$ cat config.mk
export PLATFORM = sky130hd
export DESIGN_NAME = pts_cell
export DESIGN_NICKNAME = d
export VERILOG_FILES = /design/src/sv/pts_pkg.sv /design/src/sv/pts_cell.sv
export SDC_FILE = /design/constraint.sdc
export NUM_CORES = 2
export LEC_CHECK = 0
export BUFFER_PORTS_ARGS = -buffer_cell sky130_fd_sc_hd__clkbuf_2
export CORE_MARGIN = 5
export CORE_UTILIZATION = 60
export CTS_BUF_LIST = sky130_fd_sc_hd__clkbuf_16
export CTS_CLUSTER_DIAMETER = 50
export DETAILED_ROUTE_END_ITERATION = 10
export PLACE_DENSITY_LB_ADDON = 0.2
export SETUP_SLACK_MARGIN = 0.05
export SYNTH_ARGS = -nofsm -noshare
export SYNTH_HDL_FRONTEND = slang
export SYNTH_SLANG_ARGS = --single-unit
$ cat constraint.sdc
create_clock -name clk -period 13.85 [get_ports clk]
set_input_delay 1.385 -clock clk [delete_from_list [all_inputs] [get_ports clk]]
set_output_delay 1.385 -clock clk [all_outputs]
set_load 0.05 [all_outputs]
$ cat src/sv/pts_pkg.sv
`timescale 1ns / 1ps
`default_nettype none

package pts_pkg;

  // Store and cell sizing
  localparam int MAX_DEGREE = 7;
  localparam int NUM_CELLS  = MAX_DEGREE + 1;
  localparam int IDX_W      = (NUM_CELLS > 1) ? $clog2(NUM_CELLS) : 1;
  localparam int CNT_W      = $clog2(NUM_CELLS + 1);

  // Field widths
  localparam int DATA_W     = 64;
  localparam int HALF_W     = DATA_W / 2;
  localparam int DEG_W      = 3;
  localparam int OIDX_W     = 3;
  localparam int CFG_IDX_W  = 2;

  // Register indexes
  localparam logic [CFG_IDX_W-1:0] CFG_POLY_DEGREE  = CFG_IDX_W'(0);
  localparam logic [CFG_IDX_W-1:0] CFG_SHIFT_AMOUNT = CFG_IDX_W'(1);

  // Operation broadcast to every cell
  typedef enum logic [2:0] {
    OP_NOP,
    OP_CLR,
    OP_MUL0,
    OP_MUL1,
    OP_MUL2,
    OP_UPD,
    OP_SHIFT
  } cell_op_t;

  typedef struct packed {
    cell_op_t op;
  } cell_ctrl_t;

  // Sequencer status towards the top level
  typedef struct packed {
    logic             busy;
    logic             out_valid;
    logic             out_last;
    logic             done;
    logic [IDX_W-1:0] out_idx;
    logic [IDX_W-1:0] step;
  } seq_stat_t;

endpackage

`default_nettype wire

$ cat src/sv/pts_cell.sv
`timescale 1ns / 1ps
`default_nettype none

// One coefficient of the running Horner polynomial q(x).
// A step multiplies q by (x - r): q[i] becomes q[i-1] - r * q[i].
module pts_cell import pts_pkg::*; (
  input  wire logic              clk,
  input  wire cell_ctrl_t        ctrl,
  input  wire logic [DATA_W-1:0] shift_amt,
  input  wire logic [DATA_W-1:0] lower_q,
  input  wire logic [DATA_W-1:0] upper_q,
  output logic      [DATA_W-1:0] q
);

  logic [DATA_W-1:0] q_r, q_nxt;
  logic [DATA_W-1:0] acc_r, acc_nxt;
  logic [HALF_W-1:0] mul_a, mul_b;
  logic [DATA_W-1:0] prod;

  // Operand select for the 32x32 multiplier: low*low, low*high, high*low
  always_comb begin
    unique case (ctrl.op)
      OP_MUL1: begin
        mul_a = q_r[HALF_W-1:0];
        mul_b = shift_amt[DATA_W-1:HALF_W];
      end
      OP_MUL2: begin
        mul_a = q_r[DATA_W-1:HALF_W];
        mul_b = shift_amt[HALF_W-1:0];
      end
      default: begin
        mul_a = q_r[HALF_W-1:0];
        mul_b = shift_amt[HALF_W-1:0];
      end
    endcase
  end

  assign prod = DATA_W'(mul_a) * DATA_W'(mul_b);

  // Next state of the coefficient and the product accumulator
  always_comb begin
    q_nxt   = q_r;
    acc_nxt = acc_r;
    unique case (ctrl.op)
      OP_NOP:   ;
      OP_CLR:   q_nxt = '0;
      OP_MUL0:  acc_nxt = prod;
      OP_MUL1,
      OP_MUL2:  acc_nxt = acc_r + {prod[HALF_W-1:0], {HALF_W{1'b0}}};
      OP_UPD:   q_nxt = lower_q - acc_r;
      OP_SHIFT: q_nxt = upper_q;
      default:  ;
    endcase
  end

  always_ff @(posedge clk) begin
    q_r   <= q_nxt;
    acc_r <= acc_nxt;
  end

  assign q = q_r;

endmodule

`default_nettype wire

==> results.json <==
{
  "dp_hpwl_mm": 123,
  "synth_top_family_by_area": "adder cells",
  "h-tree-depth": 4,
  "dr.max_layer_used": "met4",
  "fin_util_pct": 64.6,
  "syn_area_mm2": 0.0435,
  "crit_type": "primary input to register",
  "clk_pin_slew_ns": 0.06,
  "yosysWarnings": 0,
  "cp_max_fo": 36,
  "outcome": "finished clean",
  "first_pass_iters": 6,
  "drive_gt1_share_pct": 9.79,
  "num_vias": 36300,
  "muxShareOfSynthArea_pct": 2.89,
  "grt_max_degree": 66,
  "min_period_ns": 11.65,
  "grt_pass1_wl_mm": 227,
  "seq_area_mm2": 0.00384,
  "port_buffers": 259,
  "cts_resized": 0,
  "cts_tree": "yes",
  "ant_nets": 0,
  "synth-edff-count": 128,
  "fin_tns_setup_ns": 0,
  "maxSlewViolCount": 0,
  "viasPerCell": 6.04,
  "fin_skew_ns": 0.0185,
  "cp_slowest_cell": "mux2i_2",
  "critPathArrivalTime_ns": 11.81,
  "finalCritPeriodShare_pct": 84.1,
  "synth-xor-area-share_pct": 2.96,
  "synthTopCellsByArea": "fa_1 41%, ha_1 10%, edfxtp_1 8.8%",
  "syn_inst": 4946,
  "synth_nets": 6399,
  "cts_num_sinks": 128,
  "end_kind": "register",
  "rsz0062_at_grt": "false",
  "synth.top_cell.area_share_pct": 41.3,
  "synth-compound-area-share_pct": 8.97,
  "nFillCells": 6167,
  "ios": 260,
  "multi_input_area_mm2": 0.0352,
  "core-area_mm2": 0.0717,
  "final_nets": 6507,
  "die_h_um": 279,
  "remaining_drc_errors": 0,
  "finalSetupViolations": 0,
  "postCtsSetupRepairBufs": 0,
  "synth_fa_ha_area_share_pct": 51.6,
  "insertion_delay_ns": 0.44,
  "syn_avg_cell_area_um2": 8.80,
  "die_w_um": 279,
  "area_growth_pct": 6.48,
  "cpPeakStageDelay_ns": 1.11,
  "drt-met1-wl_mm": 57.2,
  "wire_per_inst_um": 24.8,
  "met3WireLength_mm": 17.1,
  "rows": 98,
  "ys_seq_area_share_pct": 8.83,
  "slew-limit-headroom_pct": 13.0,
  "ys.flop_type": "edfxtp_1",
  "hold_violations": 0,
  "crit_required_ns": 14.01,
  "drtIter0Drc": 3638,
  "antenna_found_initial": 2,
  "wirelength_mm": 149,
  "cts_made_buffers": 17,
  "yosysUniqueCellTypes": 87,
  "cts_buffer_depth": 2,
  "hold_path_class": "register to register",
  "synth_async_sr_flop_share_pct": 0,
  "wl_met2_mm": 67.2,
  "worst_pin_slew_ns": 1.28,
  "grt-ovfl-total": 0,
  "maxCapViolCount": 0,
  "grt_pass1_vias": 37400,
  "place_congestion": 1.04,
  "critical_path.startpoint_type": "primary input",
  "dieArea_mm2": 0.0780,
  "cts_root_buf": "clkbuf_16",
  "fmax_mhz": 85.8,
  "ys_ff_latch": 128,
  "initial_core_util_pct": 60.7,
  "critPathMostFrequentCell": "fa_1",
  "holdBufCountCts": 0,
  "yosysTopAreaCell": "fa_1",
  "synth_simple_gate_area_share_pct": 14.2,
  "groute.usage.overall_pct": 38.5
}
## metal layers
layer	GRT usage [%]	up-vias
met4	15.4	0
li1	-	15500
met3	9.44	419
met2	60.2	2141
met1	52.4	18300
met5	0	-
## cell type report
type / instances / area share [%]
inverter: 950 / 7.70
tap: 950 / 2.57
antenna: 3 / 0.0162
timing repair buffer: 340 / 4.14
multi-input combinational: 3617 / 76.1
clock inverter: 13 / 0.297
sequential: 128 / 8.30
clock buffer: 17 / 0.918
## flip-flops by register name, indices dropped and copies added (netlist names)
| signal | count |
|---|---|
| q | 64 |
| acc_r | 64 |
## synthesized netlist by cell type (all sizes together), types with 9 or more instances
cell type,count
and2,52
buf,42
nand4,38
ha,359
a211oi,24
fa,898
nand3,36
a221oi,9
inv,950
nand2,826
xnor2,92
o31ai,11
mux2,61
nor2b,15
o21ai,166
mux2i,57
a21boi,10
o21bai,27
nor2,432
nor3,24
a21oi,161
a21o,80
edfxtp,128
nand2b,22
a31oi,22
o21a,18
o211ai,14
xor2,55
and3,22
clkbuf,209
## cell usage in the layout, fill, tap and decap left out, types with 23 or more instances in the layout
master,instances
nand4_1,38
o21bai_1,27
nor3_1,23
o21ai_0,143
inv_1,950
edfxtp_1,128
mux2_2,61
a21oi_1,158
nand2_1,826
xor2_1,55
nand3_1,33
buf_4,80
xnor2_1,92
ha_1,359
fa_1,898
clkbuf_2,259
and2_1,52
nor2_1,430
a21o_1,79
mux2i_1,35
## per-stage QoR
stage	instances	hold WS (ns)	cell area (um^2)	setup slack [ns]
3_5_place_dp	5985	0.743	45800	1.94
4_1_cts	6015	0.763	46300	2.36
5_1_grt	6015	0.789	46300	1.85
2_1_floorplan	4946	0.629	43500	3.43
3_3_place_gp	5985	0.718	45800	2.04
6_report	6018	0.758	46300	2.20
## logic make-up (layout without fill, tap and decap cells)
family          after synthesis  in the layout
buf+inv                    1201           1320
mux                         118            118
xor+xnor                    147            147
simple gates               1498           1498
compound gates              597            597
fa+ha+maj                  1257           1257
flops                       128            128
other cells                   0              3
## critical path: cells and delay by family
family	cells	cell delay [ns]
AND/OR/NAND/NOR	9	1.83
XOR/XNOR	2	0.58
multiplexers	2	1.20
adder cells (fa/ha/maj)	10	4.17
AO/OA/AOI/OAI	7	1.45
buffers and inverters	5	1.12
## final timing paths
kind | startpoint | to | slack, ns | cells past startpoint
setup / recovery | ctrl[0] | acc_r[63] | 2.20 | 35
setup reg to reg | q[37] | acc_r[63] | 3.87 | 32
hold / removal | acc_r[32] | acc_r[32] | 0.76 | 3
hold reg to reg | acc_r[32] | acc_r[32] | 0.76 | 3
Power is left out: the tool's default activity adds up to more than one toggle a clock period on the data nets, which glitch-free logic cannot reach.
