==> config.mk <==
export PLATFORM = sky130hd
export DESIGN_NAME = pts_seq
export DESIGN_NICKNAME = d
export VERILOG_FILES = /design/src/sv/pts_pkg.sv /design/src/sv/pts_seq.sv
export SDC_FILE = /design/constraint.sdc
export NUM_CORES = 1
export LEC_CHECK = 0
export ABC_AREA = 1
export BUFFER_PORTS_ARGS = -buffer_cell sky130_fd_sc_hd__buf_2
export CORE_MARGIN = 1
export CORE_UTILIZATION = 44
export CTS_CLUSTER_DIAMETER = 40
export DETAILED_ROUTE_END_ITERATION = 10
export PLACE_DENSITY = 0.72
export SLEW_MARGIN = 20
export SYNTH_ARGS = -nofsm -noshare
export SYNTH_HDL_FRONTEND = slang
export SYNTH_SLANG_ARGS = --single-unit
==> constraint.sdc <==
create_clock -name clk -period 1.18 [get_ports clk]
set_clock_uncertainty 0.15 [all_clocks]
set_input_delay 0.118 -clock clk [delete_from_list [all_inputs] [get_ports clk]]
set_output_delay 0.118 -clock clk [all_outputs]
set_load 0.03 [all_outputs]
==> src/sv/pts_pkg.sv <==
`timescale 1ns / 1ps
`default_nettype none

package pts_pkg;

  // Store and cell sizing
  localparam int MAX_DEGREE = 7;
  localparam int NUM_CELLS  = MAX_DEGREE + 1;
  localparam int IDX_W      = (NUM_CELLS > 1) ? $clog2(NUM_CELLS) : 1;
  localparam int CNT_W      = $clog2(NUM_CELLS + 1);

  // Field widths
  localparam int DATA_W     = 64;
  localparam int HALF_W     = DATA_W / 2;
  localparam int DEG_W      = 3;
  localparam int OIDX_W     = 3;
  localparam int CFG_IDX_W  = 2;

  // Register indexes
  localparam logic [CFG_IDX_W-1:0] CFG_POLY_DEGREE  = CFG_IDX_W'(0);
  localparam logic [CFG_IDX_W-1:0] CFG_SHIFT_AMOUNT = CFG_IDX_W'(1);

  // Operation broadcast to every cell
  typedef enum logic [2:0] {
    OP_NOP,
    OP_CLR,
    OP_MUL0,
    OP_MUL1,
    OP_MUL2,
    OP_UPD,
    OP_SHIFT
  } cell_op_t;

  typedef struct packed {
    cell_op_t op;
  } cell_ctrl_t;

  // Sequencer status towards the top level
  typedef struct packed {
    logic             busy;
    logic             out_valid;
    logic             out_last;
    logic             done;
    logic [IDX_W-1:0] out_idx;
    logic [IDX_W-1:0] step;
  } seq_stat_t;

endpackage

`default_nettype wire

==> src/sv/pts_seq.sv <==
`timescale 1ns / 1ps
`default_nettype none

// Sequencer: clears the cells, runs deg+1 Horner steps (MUL0, MUL1, MUL2,
// UPD) from the top coefficient down, then shifts the results out of cell 0.
module pts_seq import pts_pkg::*; (
  input  wire logic             clk,
  input  wire logic             rst_n,
  input  wire logic             go,
  input  wire logic [IDX_W-1:0] deg_in,
  output cell_ctrl_t            ctrl,
  output seq_stat_t             stat
);

  typedef enum logic [2:0] {
    S_IDLE,
    S_CLEAR,
    S_MUL0,
    S_MUL1,
    S_MUL2,
    S_UPD,
    S_OUT
  } state_t;

  state_t           state_r;
  logic [IDX_W-1:0] step_r;
  logic [IDX_W-1:0] idx_r;
  logic [IDX_W-1:0] deg_r;

  always_ff @(posedge clk) begin
    if (!rst_n) begin
      state_r <= S_IDLE;
      step_r  <= '0;
      idx_r   <= '0;
      deg_r   <= '0;
    end else begin
      unique case (state_r)
        S_IDLE: begin
          if (go) begin
            deg_r   <= deg_in;
            step_r  <= deg_in;
            state_r <= S_CLEAR;
          end
        end
        S_CLEAR: state_r <= S_MUL0;
        S_MUL0:  state_r <= S_MUL1;
        S_MUL1:  state_r <= S_MUL2;
        S_MUL2:  state_r <= S_UPD;
        S_UPD: begin
          if (step_r == '0) begin
            idx_r   <= '0;
            state_r <= S_OUT;
          end else begin
            step_r  <= step_r - IDX_W'(1);
            state_r <= S_MUL0;
          end
        end
        S_OUT: begin
          if (idx_r == deg_r) begin
            state_r <= S_IDLE;
          end else begin
            idx_r <= idx_r + IDX_W'(1);
          end
        end
        default: state_r <= S_IDLE;
      endcase
    end
  end

  // Cell operation decode
  always_comb begin
    unique case (state_r)
      S_CLEAR: ctrl.op = OP_CLR;
      S_MUL0:  ctrl.op = OP_MUL0;
      S_MUL1:  ctrl.op = OP_MUL1;
      S_MUL2:  ctrl.op = OP_MUL2;
      S_UPD:   ctrl.op = OP_UPD;
      S_OUT:   ctrl.op = OP_SHIFT;
      default: ctrl.op = OP_NOP;
    endcase
  end

  assign stat.busy      = (state_r != S_IDLE);
  assign stat.out_valid = (state_r == S_OUT);
  assign stat.out_last  = (state_r == S_OUT) && (idx_r == deg_r);
  assign stat.done      = (state_r == S_OUT) && (idx_r == deg_r);
  assign stat.out_idx   = idx_r;
  assign stat.step      = step_r;

endmodule

`default_nettype wire

==> metrics, run 1 <==
Max clock buf depth 2; die height approximately 42 um; post-synth cell types 20; Failed at 4_1_cts; Post-synth top cells 18 x nand2_1, 12 x dfxtp_1, 11 x inv_1; cts bufs inserted 3; async set-reset flop share out of synthesis 0%; Synth area leader dfxtp_1; Die Span X 41.7 um; Seq/Total Area, Yosys 34.7%; most frequent cell after synthesis nand2_1; CTS H-tree depth 1; Yosys warnings 0; post-detail-place hpwl 1420 um; ys flop type dfxtp_1; Initial Util 50.1%; synthesis-stage register bit count 12; Synthesized Nets 107; Avg Inst Size Synth 7.07 um2; CTS Sinks 12; top cell type's share of synthesized area 34.7%; Root Buffer clkbuf_4; EDFF count, synth 0; # rows 13; hold buffer count at CTS 5; post-CTS resize count 61; GPL Wtd Cong about 0.79; placed insts 154; area of the mapped netlist 693 um2; outcome did not finish; Tool Error [ERROR DPL-0033] detailed placement checks failed during check placement.; Mapped Cells 98; Port Buffers 18; top post-synthesis cells by area dfxtp_1 35%, nand2_1 9.7%, a21oi_1 7.2%, inv_1 6.0%, ha_1 5.4%; I/O pin count 19; setup bufs post-CTS 9
[cells by family after synthesis]
logic type,synth area share (%)
simple gates,32.5
compound gates,15.2
buf+inv,9.75
flops,34.7
fa+ha+maj,5.42
xor+xnor,2.53
[metrics by stage]
step	TNS, ps	worst slack, ps	instance area, um2	util [%]
floorplan	-2430	-314	756	-
global placement	-1580	-189	1030	74.8
detailed placement	-2110	-211	1030	74.8
==> run 2: changes to the inputs <==
Settings changed: CORE_AREA set to 2 2 63 65, CORE_MARGIN 1 to not set, CORE_UTILIZATION 44 to not set, CTS_CLUSTER_DIAMETER 40 to not set, DIE_AREA set to 0 0 65 67, PLACE_DENSITY 0.72 to not set, PLACE_DENSITY_LB_ADDON set to 0.15.
Clock period 1.18 ns to 1.55 ns, I/O delays scaled along.
==> run 2 against run 1 <==
The run now ends clean. Synthesized area stayed put. Synthesized cell count stayed put.
==> metrics, run 2 <==
outcome complete, no violations; Final nets approximately 140; CTS Sinks 12; period utilisation layout 99.4%; ys flop type dfxtp_1; Finished Layout Cells 179; Arrival @ worst endpoint ~1200 ps; P_leak 0.000490 uW; Root Buffer clkbuf_8; Multi-input gate area 444 um2; top post-synthesis cells by area dfxtp_1 35%, nand2_1 9.7%, a21oi_1 7.2%, inv_1 6.0%, ha_1 5.4%; crit path launch type flip-flop; Synth area leader dfxtp_1; Yosys warnings 0; CP max FO 4; Seq/Total Area, Yosys 34.7%; GPL Wtd Cong 0.680; Worst VDD drop 220 uV; async set-reset flop share out of synthesis 0%; Worst-path clk slew 50 ps; CORE AREA 0.00361 mm2; MaxCap Viol Count 0; first-pass GRT wire length 2900 um; EDFF count, synth 0; final wirelength 1760 um; # rows 22; DRT iter0 DRCs 12; CP required 1240 ps; global-route usage over all layers a little under a tenth; Area after DPL 886 um2; CP Class reg -> out; area of the mapped netlist about 690 um2; Setup TNS 0 ps; Synth-to-Final Area Change 53.6%; hold buffer count at CTS 0; Min-Delay Path Class in -> reg; I/O pin count 19; drt first pass iters 4; f_max 649 MHz; RSZ-0062 raised after global routing true; vias in the first global route between 700 and 800; power density over cell area 884 mW/mm2; Avg Inst Size Synth 7.07 um2; DR WL/cell 9.84 um; Die Span X 65 um; Synthesized Nets 107; Setup violations, final 0; max-slew violation count 0; cts bufs inserted 3; CP Capture Type output pin; clk_lat worst skew 240 ps; most frequent cell after synthesis nand2_1; die area 0.00436 mm2; most frequent cells in the layout 16 x buf_2, 13 x nand2_1, 11 x buf_4; die height 67 um; initial antenna violation count 0; min Tclk post-route approximately 1500 ps; commonest non-fill, non-tap cell in the layout buf_2; worst slew pin tran around 200 ps; Slew Limit Headroom between 80% and 90%; post-detail-place hpwl ~1400 um; Port Buffers 18; Fin. Hold Viols 0; Initial Util roughly a fifth; CTS tree done; DR DRC count 0; Post-synth top cells 18 x nand2_1, 12 x dfxtp_1, 11 x inv_1; cell count of the worst reg-to-reg path 8; register area 256 um2; Final Cell Area between 0.001 and 0.0015 mm2; vias per cell 3.98; Hold Path Depth 3; n_diodes 0; # fillers between 300 and 400; DR vias 712; share of layout cells above drive strength 1 49.6%; DRT antenna net count 0; Mapped Cells around 100; Max clock buf depth 2; placed insts 166; grt total ovfl 0; top cell type's share of synthesized area 34.7%; CTS H-tree depth 1; post-synth cell types 20; largest net degree at the start of global routing 9; synthesis-stage register bit count 12
-- run 2: cell counts after synthesis --
No cell type changed its count.
-- run 2: layout make-up --
| cell class | instances | share of cell area [%] |
|---|---|---|
| clock buffer | 4 | 4.23 |
| timing repair buffer | 30 | 18.4 |
| inverter | 16 | 5.88 |
| sequential | 12 | 24.1 |
| multi-input combinational | 69 | 41.7 |
| tap | 48 | 5.64 |
-- run 2: path summary, 6_finish.rpt --
path | startpoint | to | slack (ps)
max reg2reg | idx_r[2] | idx_r[2] | 150
max | deg_r[1] | stat[6] | 10
min | deg_in[1] | deg_r[1] | 50
min reg2reg | deg_r[0] | deg_r[0] | 330
-- run 2: power breakdown --
part	internal, uW	leakage [uW]	switching [uW]
clock network	181	0.0000228	117
logic	105	0.000365	180
registers	333	0.000102	25.4
-- run 2: layer usage --
metal  wire, um  track usage, %
met1        732            8.90
met4         27            6.38
met2        942            16.6
met3         58            2.20
met5          0               0
-- run 2: what timing repair did --
item / in CTS / in global routing
endpoints found under the hold margin: 0 / 0
endpoints found under the setup margin: 4 / 5
setup buffers: 9 / 1
pin swaps: 5 / 5
gates resized for setup: 18 / 3
-- run 2: cell families after synthesis --
| logic type | after synthesis | synth area share (%) |
|---|---|---|
| flops | 12 | 34.7 |
| xor+xnor | 2 | 2.53 |
| fa+ha+maj | 3 | 5.42 |
| simple gates | 44 | 32.5 |
| compound gates | 20 | 15.2 |
| buf+inv | 17 | 9.75 |
-- run 2: worst max-delay path: stages (launching register included) --
cell,delay [ps]
dfxtp_2,350
xnor2_4,170
nand3_4,110
nor3_4,210
buf_6,160
-- run 2: metrics by stage --
stage          util (%)  total power [uW]  setup WS [ps]  hold slack (ps)
2_1_floorplan         -               553           10.5              118
5_1_grt            29.5              1010          -66.8             60.7
3_3_place_gp       24.6               629           99.1              290
6_report           29.5               941           9.51             47.9
3_5_place_dp       24.6               630            108              295
4_1_cts            29.3               964          -38.1             44.6
Note: power is estimated with default switching activity, not from simulation.
